## src/hdl/rsac_pkg.sv

```systemverilog
// ----------------------------------------------------------------------------
// rsac_pkg
// shared types, widths and helpers for the corner split block
// ----------------------------------------------------------------------------
package rsac_pkg;

  localparam int COORD_BITS = 16;
  localparam int SIZE_BITS  = COORD_BITS - 1;
  localparam int EDGE_BITS  = COORD_BITS + 1;
  localparam int NUM_SLOTS  = 16;
  localparam int SLOT_BITS  = 4;
  localparam int NUM_CORNERS = 4;

  // input word layout, lowest field first
  localparam int IN_RAW    = 4 * COORD_BITS + 4 * SIZE_BITS;
  localparam int IN_BITS   = ((IN_RAW + 7) / 8) * 8;
  localparam int OFS_CX    = 0;
  localparam int OFS_CY    = OFS_CX + COORD_BITS;
  localparam int OFS_CW    = OFS_CY + COORD_BITS;
  localparam int OFS_CH    = OFS_CW + SIZE_BITS;
  localparam int OFS_AX    = OFS_CH + SIZE_BITS;
  localparam int OFS_AY    = OFS_AX + COORD_BITS;
  localparam int OFS_AW    = OFS_AY + COORD_BITS;
  localparam int OFS_AH    = OFS_AW + SIZE_BITS;

  // output word layout
  localparam int OUT_RAW   = 2 * COORD_BITS + 2 * SIZE_BITS;
  localparam int OUT_BITS  = ((OUT_RAW + 7) / 8) * 8;

  typedef logic signed [EDGE_BITS-1:0] edge_t;

  typedef struct packed {
    logic  v;
    edge_t x;
    edge_t y;
    edge_t r;
    edge_t b;
  } slot_t;

  typedef enum logic [2:0] {
    ST_IDLE,
    ST_GEN,
    ST_SORT,
    ST_MARK,
    ST_EMIT
  } state_t;

  typedef struct packed {
    logic load;
    logic gen;
    logic sort;
    logic mark;
    logic emit;
  } cmd_t;

  typedef struct packed {
    logic gen_last;
    logic sort_last;
    logic none_left;
  } status_t;

  // true when a orders after b; empty slots order after all others
  function automatic logic slot_gt(input slot_t a, input slot_t b);
    logic res;
    if (a.v != b.v)      res = b.v;
    else if (a.x != b.x) res = a.x > b.x;
    else if (a.y != b.y) res = a.y > b.y;
    else if (a.r != b.r) res = a.r > b.r;
    else                 res = a.b > b.b;
    return res;
  endfunction

endpackage

```

## src/hdl/rect_split_at_corners.sv

```systemverilog
// ----------------------------------------------------------------------------
// rect_split_at_corners
// splits an area rectangle at the corners of a cutter rectangle
// ----------------------------------------------------------------------------
// sequence: load, a cut at each of four corners, 16 sort phases, one mark
//   step, then emit: the first piece is registered in the output stage, and
//   one slot shifts out per cycle while no word waits for out_tready; new
//   input is taken only after the slots are empty; fewer pieces end sooner
// reset: rst_n synchronous active low, clears sequencer, counters, keep flags and output valid
// ----------------------------------------------------------------------------
module rect_split_at_corners (
  input  logic                          clk,
  input  logic                          rst_n,
  // cut_x, cut_y, cut_w, cut_h, area_x, area_y, area_w, area_h, zero pad
  input  logic [rsac_pkg::IN_BITS-1:0]  in_tdata,
  input  logic                          in_tvalid,
  output logic                          in_tready,
  // piece_x, piece_y, piece_w, piece_h, zero pad
  output logic [rsac_pkg::OUT_BITS-1:0] out_tdata,
  output logic                          out_tvalid,
  input  logic                          out_tready,
  output logic                          out_tlast
);
  import rsac_pkg::*;

  cmd_t    cmd;
  status_t stat;

  // sequencer: idle, corner cuts, sort phases, duplicate mark, emit
  rsac_ctrl u_ctrl (
    .clk       (clk),
    .rst_n     (rst_n),
    .in_tvalid (in_tvalid),
    .in_tready (in_tready),
    .stat      (stat),
    .cmd       (cmd)
  );

  // slots sorted by odd-even transposition, then shifted out past the
  // duplicates; the output register lets each word wait for the sink
  rsac_dp u_dp (
    .clk        (clk),
    .rst_n      (rst_n),
    .cmd        (cmd),
    .stat       (stat),
    .in_tdata   (in_tdata),
    .out_tvalid (out_tvalid),
    .out_tready (out_tready),
    .out_tdata  (out_tdata),
    .out_tlast  (out_tlast)
  );

endmodule

```

## src/hdl/rsac_ctrl.sv

```systemverilog
// ----------------------------------------------------------------------------
// rsac_ctrl
// sequencer: load, corner cuts, sort, duplicate marking, emit
// ----------------------------------------------------------------------------
module rsac_ctrl (
  input  logic              clk,
  input  logic              rst_n,
  input  logic              in_tvalid,
  output logic              in_tready,
  input  rsac_pkg::status_t stat,
  output rsac_pkg::cmd_t    cmd
);
  import rsac_pkg::*;

  state_t state_r, state_nxt;

  always_ff @(posedge clk) begin
    if (!rst_n) begin
      state_r <= ST_IDLE;
    end else begin
      state_r <= state_nxt;
    end
  end

  always_comb begin
    state_nxt = state_r;
    unique case (state_r)
      ST_IDLE: if (in_tvalid) state_nxt = ST_GEN;
      ST_GEN:  if (stat.gen_last) state_nxt = ST_SORT;
      ST_SORT: if (stat.sort_last) state_nxt = ST_MARK;
      ST_MARK: state_nxt = ST_EMIT;
      ST_EMIT: if (stat.none_left) state_nxt = ST_IDLE;
      default: state_nxt = ST_IDLE;
    endcase
  end

  always_comb begin
    cmd       = '0;
    in_tready = 1'b0;
    unique case (state_r)
      ST_IDLE: begin
        in_tready = 1'b1;
        cmd.load  = in_tvalid;
      end
      ST_GEN:  cmd.gen  = 1'b1;
      ST_SORT: cmd.sort = 1'b1;
      ST_MARK: cmd.mark = 1'b1;
      ST_EMIT: cmd.emit = 1'b1;
      default: cmd = '0;
    endcase
  end

endmodule

```

## src/hdl/rsac_dp.sv

```systemverilog
// ----------------------------------------------------------------------------
// rsac_dp
// datapath: operand registers, piece slots, transposition sorter, output stage
// ----------------------------------------------------------------------------
module rsac_dp (
  input  logic                           clk,
  input  logic                           rst_n,
  input  rsac_pkg::cmd_t                 cmd,
  output rsac_pkg::status_t              stat,
  input  logic [rsac_pkg::IN_BITS-1:0]   in_tdata,
  output logic                           out_tvalid,
  input  logic                           out_tready,
  output logic [rsac_pkg::OUT_BITS-1:0]  out_tdata,
  output logic                           out_tlast
);
  import rsac_pkg::*;

  edge_t ax_r, ay_r, rx_r, by_r;
  edge_t cx_r, cy_r, cr_r, cb_r;
  logic [1:0]           corner_r;
  logic [SLOT_BITS-1:0] phase_r;
  slot_t                slot_r [NUM_SLOTS];
  slot_t                slot_nxt [NUM_SLOTS];
  logic [NUM_SLOTS-1:0] keep_r, keep_nxt;
  logic                 out_valid_r;
  logic [OUT_BITS-1:0]  out_data_r;
  logic                 out_last_r;

  edge_t px, py;
  logic  hit, step;

  always_comb begin
    px = corner_r[0] ? cr_r : cx_r;
    py = corner_r[1] ? cb_r : cy_r;
  end

  assign hit = (px >= ax_r) && (px < rx_r) && (py >= ay_r) && (py < by_r);

  assign step = !keep_r[0] || !out_valid_r || out_tready;

  // sorter, dedup mark and emit shift
  always_comb begin
    for (int i = 0; i < NUM_SLOTS; i++) slot_nxt[i] = slot_r[i];
    keep_nxt = keep_r;
    if (cmd.sort) begin
      for (int i = 0; i < NUM_SLOTS - 1; i++) begin
        if ((i % 2) == int'(phase_r[0]) && slot_gt(slot_r[i], slot_r[i+1])) begin
          slot_nxt[i]   = slot_r[i+1];
          slot_nxt[i+1] = slot_r[i];
        end
      end
    end
    if (cmd.mark) begin
      keep_nxt[0] = slot_r[0].v;
      for (int i = 1; i < NUM_SLOTS; i++) begin
        keep_nxt[i] = slot_r[i].v && !(slot_r[i-1].v && slot_r[i] == slot_r[i-1]);
      end
    end
    if (cmd.emit && step) begin
      for (int i = 0; i < NUM_SLOTS - 1; i++) slot_nxt[i] = slot_r[i+1];
      keep_nxt = {1'b0, keep_r[NUM_SLOTS-1:1]};
    end
  end

  always_ff @(posedge clk) begin
    if (cmd.load) begin
      cx_r <= $signed({in_tdata[OFS_CX+COORD_BITS-1], in_tdata[OFS_CX +: COORD_BITS]});
      cy_r <= $signed({in_tdata[OFS_CY+COORD_BITS-1], in_tdata[OFS_CY +: COORD_BITS]});
      cr_r <= $signed({in_tdata[OFS_CX+COORD_BITS-1], in_tdata[OFS_CX +: COORD_BITS]})
            + $signed({2'b00, in_tdata[OFS_CW +: SIZE_BITS]});
      cb_r <= $signed({in_tdata[OFS_CY+COORD_BITS-1], in_tdata[OFS_CY +: COORD_BITS]})
            + $signed({2'b00, in_tdata[OFS_CH +: SIZE_BITS]});
      ax_r <= $signed({in_tdata[OFS_AX+COORD_BITS-1], in_tdata[OFS_AX +: COORD_BITS]});
      ay_r <= $signed({in_tdata[OFS_AY+COORD_BITS-1], in_tdata[OFS_AY +: COORD_BITS]});
      rx_r <= $signed({in_tdata[OFS_AX+COORD_BITS-1], in_tdata[OFS_AX +: COORD_BITS]})
            + $signed({2'b00, in_tdata[OFS_AW +: SIZE_BITS]});
      by_r <= $signed({in_tdata[OFS_AY+COORD_BITS-1], in_tdata[OFS_AY +: COORD_BITS]})
            + $signed({2'b00, in_tdata[OFS_AH +: SIZE_BITS]});
    end
  end

  // slots: four quadrants per corner, zero-area ones and those of a missed corner left empty
  always_ff @(posedge clk) begin
    if (cmd.gen) begin
      slot_r[{corner_r, 2'd0}] <= '{hit && px != ax_r && py != ay_r, ax_r, ay_r, px, py};
      slot_r[{corner_r, 2'd1}] <= '{hit && py != ay_r, px, ay_r, rx_r, py};
      slot_r[{corner_r, 2'd2}] <= '{hit && px != ax_r, ax_r, py, px, by_r};
      slot_r[{corner_r, 2'd3}] <= '{hit, px, py, rx_r, by_r};
    end else begin
      for (int i = 0; i < NUM_SLOTS; i++) slot_r[i] <= slot_nxt[i];
    end
  end

  always_ff @(posedge clk) begin
    if (!rst_n) begin
      corner_r    <= '0;
      phase_r     <= '0;
      keep_r      <= '0;
      out_valid_r <= 1'b0;
    end else begin
      if (cmd.gen)  corner_r <= corner_r + 2'd1;
      if (cmd.sort) phase_r  <= phase_r + 1'b1;
      keep_r <= keep_nxt;
      if (cmd.emit && step && keep_r[0]) begin
        out_valid_r <= 1'b1;
      end else if (out_tready) begin
        out_valid_r <= 1'b0;
      end
    end
  end

  always_ff @(posedge clk) begin
    if (cmd.emit && step && keep_r[0]) begin
      out_data_r <= OUT_BITS'({(slot_r[0].b - slot_r[0].y) & EDGE_BITS'((1 << SIZE_BITS) - 1),
                               SIZE_BITS'(slot_r[0].r - slot_r[0].x),
                               slot_r[0].y[COORD_BITS-1:0],
                               slot_r[0].x[COORD_BITS-1:0]});
      out_last_r <= ~|keep_r[NUM_SLOTS-1:1];
    end
  end

  assign stat.gen_last  = corner_r == 2'(NUM_CORNERS - 1);
  assign stat.sort_last = phase_r == SLOT_BITS'(NUM_SLOTS - 1);
  assign stat.none_left = ~|keep_r;

  assign out_tvalid = out_valid_r;
  assign out_tdata  = out_data_r;
  assign out_tlast  = out_last_r;

endmodule
```

## config.mk

```make
export PLATFORM = sky130hd
export DESIGN_NAME = rect_split_at_corners
export DESIGN_NICKNAME = d
export VERILOG_FILES = /design/src/hdl/rsac_pkg.sv /design/src/hdl/rect_split_at_corners.sv /design/src/hdl/rsac_ctrl.sv /design/src/hdl/rsac_dp.sv
export SDC_FILE = /design/constraint.sdc
export NUM_CORES = 2
export LEC_CHECK = 0
export BUFFER_PORTS_ARGS = -buffer_cell sky130_fd_sc_hd__buf_2
export CAP_MARGIN = 0
export CORE_MARGIN = 4
export CORE_UTILIZATION = 58
export CTS_CLUSTER_DIAMETER = 150
export DETAILED_ROUTE_END_ITERATION = 6
export GPL_TIMING_DRIVEN = 0
export MAX_ROUTING_LAYER = met4
export PLACE_DENSITY = 0.78
export SYNTH_ARGS = -nofsm -noshare
export SYNTH_HDL_FRONTEND = slang
export SYNTH_SLANG_ARGS = --single-unit
```

## constraint.sdc

```tcl
create_clock -name clk -period 7.8 [get_ports clk]
set_input_delay 1.56 -clock clk [delete_from_list [all_inputs] [get_ports clk]]
set_output_delay 1.56 -clock clk [all_outputs]
set_load 0.01 [all_outputs]
```

# --- Yosys cells after proc, flatten, opt, wreduce, memory -nomap -nowiden ---
# Memory sizes are Yosys's and may differ from the RTL's.
# Index checks and enable logic that the tools add are counted.
totals:
  ff_bits: 221
  ram_bits: 1104
  input_bits: 132
  out_inout_bits: 67
  word_cells: 389
  n_memories: 1
mem_list:
  columns: ["memory", "depth", "word_bits", "read_ports", "rd_ports_with_merged_regs", "wr", "line", "rtl"]
  rows:
  - ["u_dp.slot_r", 16, 69, 16, 0, 16, "rsac_dp.sv:22", "slot_t slot_r [NUM_SLOTS];"]
op_classes:
  add_sub_neg: 8
  magnitude_cmp: 64
  n_eq_ne: 87
  muxes: 127
  n_bitwise: 2
  n_reduce_logical: 84
ops:
  columns: ["op", "count"]
  rows:
  - ["$mux W138", 18]
  - ["$mux W1104", 1]
  - ["$eq A69 B69 Y1", 15]
  - ["$mux W1035", 1]
  - ["$gt A17 B17 Y1", 60]
  - ["$ne A17 B17 Y1", 45]
  - ["$mux W69", 4]
  - ["$reduce_or A69 Y1", 4]
  - ["$mux W1", 90]
  - ["$add A16 B16 Y17", 4]
  - ["$logic_and A1 B1 Y1", 53]
  - ["$ge A17 B16 Y1", 2]
  - ["$lt A17 B17 Y1", 2]
  - ["$mux W17", 2]
  - ["$ne A17 B16 Y1", 2]
  - ["$mux W15", 2]
  - ["$sub A15 B15 Y15", 2]
  - ["$logic_not A1 Y1", 18]
  - ["$mux W4", 4]
  - ["$reduce_or A16 Y1", 1]
  - ["$ne A1 B1 Y1", 15]
  - ["$pmux W3 S5", 1]
  - ["$reduce_or A15 Y1", 1]
  - ["$mux W3", 4]
  - ["other kinds (14)", 21]

# --- Depth between registers and ports, before layout ---
# An unclocked memory read counts as a cell.
depth:
  word_depth: 29
  mapped_depth: 15
  mapped_depth_nobuf: 13

# --- Cells and area by module ---
# From an unflattened synthesis, not the netlist that was laid out.
hier_totals:
  hier_cells: 8176
  area_unflattened_um2: 87550.2
by_module_without_submodules:
  columns: ["module", "instances", "cells_per_inst", "area_per_inst_um2", "seq_area_each_um2"]
  rows:
  - ["rsac_dp", 1, 8156, 87360.0, 39467.9]
  - ["rsac_ctrl", 1, 20, 190.2, 60.1]

# --- Worst setup path before layout ---
# No wires, ideal clock.
synth_timing:
  kind: "reg-to-reg"
  start: "memory u_dp.slot_r[3][163] (netlist bit)"
  end: "memory u_dp.slot_r[3][207] (netlist bit), enable pin"
  setup_ns: 0.592
  arrival_ns: 7.064
  t_required_ns: 7.208
  setup_slack_ns: 0.144
  path_stages_with_launch: 11
  n_path_buf: 0
  period_less_slack_ns: 7.656
  path_cell_list: "edfxtp_1 ha_1 nand4_1 nor4_1 a221o_1 a221oi_2 o211a_1 nor4_1 or2_2 nand2_1 o21ai_0"
synth_rtl:
  columns: ["element", "line"]
  rows:
  - ["from (decl)", "rsac_dp.sv:22"]

==> results.yml <==
synthesis:
  ys.flop_type: "edfxtp_1"
  syn_inst: 8083
  synth_top_area_share_pct: 44.59
  yosysTopAreaCell: "edfxtp_1"
  synth_edf_count: 1299
  yosysSeqAreaShare_pct: 45.19
  synth-seq-cells: 1325
  yosysWarnings: 0
  synth_area_um2: 87470
  yosys.cell_types.count: 89
  avgSynthCellArea_um2: 10.82
  ys_async_sr_fraction_pct: 0
  netlist_top_cells_area: "edfxtp_1 45%, ha_1 17%, a221o_1 8.9%, inv_1 5.5%, a21oi_1 2.5%"
clocking:
  cts_buffers: 155
  cts_resized: 0
  cts_hold_buf: 0
  cts_max_level: 4
  cts_sinks: 1325
  clock_latency_ps: 830
  root_buffer: "clkbuf_16"
  post_cts_buffers: 0
  clk_path_buf_depth: 3
  clk_pin_slew_ps: 60
  cts_tree: "built"
power:
  power_mw: 21.83
  vdd_ir_drop_max_mv: 0.2560
  p_leak_nw: 42.52
  p_per_area_nw_per_um2: 223.8
detailed_routing:
  drt_pass1_iterations: 7
  totalWireLength_um: 375600
  drtIter0Drc: 13220
  detail_route.wl_per_cell_um: 35.29
  routed-via-count: 76870
  ant_nets: 0
  drc: 29
  vias_per_cell: 7.222
placed_design:
  dpl_cell_area_um2: 92320
  port_buffers: 192
  pre_cts_ws_ps: 1353
  dpl.cell_count: 10340
  gp_congestion: 1.137
  dp_hpwl_um: 304300
critical_path:
  cp-start-kind: "flip-flop"
  critPathRequiredTime_ps: 8430
  critPathArrivalTime_ps: 7730
  end_kind: "flip-flop"
  slowest_delay_ps: 1230
  slowest_stage: "buf_1"
  crit_chain: "clkbuf_1 -> or3b_2 -> clkbuf_1 -> clkbuf_1 -> clkbuf_1 -> clkbuf_1 -> buf_1 -> nor2_1 -> a21oi_1"
  critPathKind: "reg -> reg"
  crit_top_cell: "clkbuf_1"
  cp_max_fo: 10
timing:
  fmax_mhz: 140.9
  setup_violations: 0
  rsz0062_at_grt: "no"
  max_slew.worst_pin.slew_ps: 1729
  hold_viol_final: 0
  finalCritPeriodShare_pct: 90.98
  fin_skew_ps: 34.51
  period_needed_ps: 7097
  setup_ws_ps: 703.5
  drv_slew: 218
  whs_ps: 486.8
  relSlewSlack_pct: -15.69
grt:
  grt_overflow_total: 0
  grt_pass1_vias: 71600
  gr-usage-all-layers_pct: 47.92
  antenna_found_initial: 36
  grt_max_degree: 68
  grt_pass1_wl_um: 518000
layout:
  drive_above_1_share_pct: 7.208
  fin_cells: 10640
  area_growth_pct: 11.46
  seq_area_um2: 39530
  multi_input_area_um2: 42070
  fillers: 11790
  finalNetCount: 9803
  fin_area_um2: 97500
run_status:
  violations: "design-rule violations, max-capacitance violations, max-slew violations"
  status: "finished with violations"
die:
  coreArea_um2: 149800
  placementRows: 142
  die_y_um: 396.4
  die_w_um: 396.4
  dieArea_um2: 157100
  pin_count: 199
  initial_utilization_pct: 58.40
flow_run:
  maxCapViolCount: 29
hold_path:
  min_path_type: "reg -> reg"
==> cell type report <==
type,instances,share of cell area [%]
Multi-Input combinational cell,5152,43.15
Sequential cell,1325,40.54
Inverter,1271,4.893
Clock buffer,189,4.250
Tap cell,2016,2.587
Timing Repair Buffer,243,2.169
Buffer,336,1.404
Clock inverter,85,0.9368
Antenna cell,27,0.06930
==> power breakdown <==
group	leakage, nW	switching, mW	internal, mW
combinational	27.8	3.16	1.80
clock	2.46	3.19	4.34
sequential	12.3	0.701	8.63
==> cells by family after synthesis <==
family / Yosys count / share of synthesized area, %
AOI/OAI and AO/OA: 2271 / 20.34
buffers and inverters: 1607 / 7.007
and+or+nand+nor: 1539 / 8.747
DFF: 1325 / 45.19
adders and majority gates: 1187 / 17.03
muxes: 77 / 0.9254
xor gates and xnor gates: 76 / 0.7610
other: 1 / 0.004287
==> per-stage QoR <==
| stage | setup TNS, ps | util, % |
|---|---|---|
| 6_report | 0 | 65.10 |
| 5_1_grt | 0 | 65.09 |
| 4_1_cts | 0 | 65.01 |
| 3_5_place_dp | 0 | 61.64 |
| 3_3_place_gp | -3405710 | 60.73 |
| 2_1_floorplan | 0 | - |
==> routing by layer <==
metal	track usage [%]	part of all wire (%)
met1	60.80	36
met5	-	0
met4	26.82	6.8
met3	18.60	17
met2	65.37	41
==> critical path: cells and delay by family, from the launching register on <==
| kind | cells | cell delay, ps |
|---|---|---|
| DFF | 1 | 310 |
| AOI/OAI and AO/OA | 1 | 330 |
| and+or+nand+nor | 2 | 1070 |
| buffers and inverters | 6 | 5150 |
==> cells in the mapped netlist (123+ instances only) <==
| cell | number |
|---|---|
| a21o_1 | 275 |
| a21oi_1 | 433 |
| a221o_1 | 782 |
| clkbuf_1 | 267 |
| edfxtp_1 | 1299 |
| ha_1 | 1181 |
| inv_1 | 1271 |
| nand2_1 | 273 |
| nand3_1 | 155 |
| nand4_1 | 188 |
| nor2_1 | 430 |
| nor3_1 | 123 |
| o21ai_0 | 199 |
==> path summary, 6_finish.rpt <==
path	start	to	slack, ps	cells past startpoint
setup / recovery	u_ctrl.state_r[1]	u_dp.slot_r[0][32]	700	9
hold / removal	u_dp.phase_r[1]	u_dp.phase_r[1]	490	2
setup reg to reg	u_ctrl.state_r[1]	u_dp.slot_r[0][32]	700	9
hold reg to reg	u_dp.phase_r[1]	u_dp.phase_r[1]	490	2
==> cell usage in the layout, fill, tap and decap left out, types with 37 or more instances in the layout <==
master and n:
ha_1 1181, o2bb2ai_1 54, clkbuf_1 287, a221oi_1 59, a221o_1 782, a211oi_1 44, mux2i_1 46, and2_1 44
edfxtp_1 1299, nor2b_1 91, nand2b_1 49, buf_2 239, o21a_1 38, o21ai_0 196, xnor2_1 70, and3_1 37
nor2_1 422, nand3_1 155, inv_1 1271, nand2_1 271, clkbuf_16 161, nor4_1 39, nor3_1 120, a21o_1 275
nand4_1 188, a21oi_1 427
==> registers in the layout (all words and copies together) (netlist names) <==
register         cells
u_dp.keep_r         16
u_dp.slot_r       1104
u_dp.corner_r        2
u_dp.by_r           17
u_dp.phase_r         4
u_ctrl.state_r       3
u_dp.out_tdata      62
u_dp.ay_r           16
u_dp.cr_r           17
u_dp.out_tlast       1
u_dp.out_tvalid      1
u_dp.ax_r           16
u_dp.rx_r           17
u_dp.cx_r           16
u_dp.cb_r           17
u_dp.cy_r           16
(Power assumes the default switching activity.)
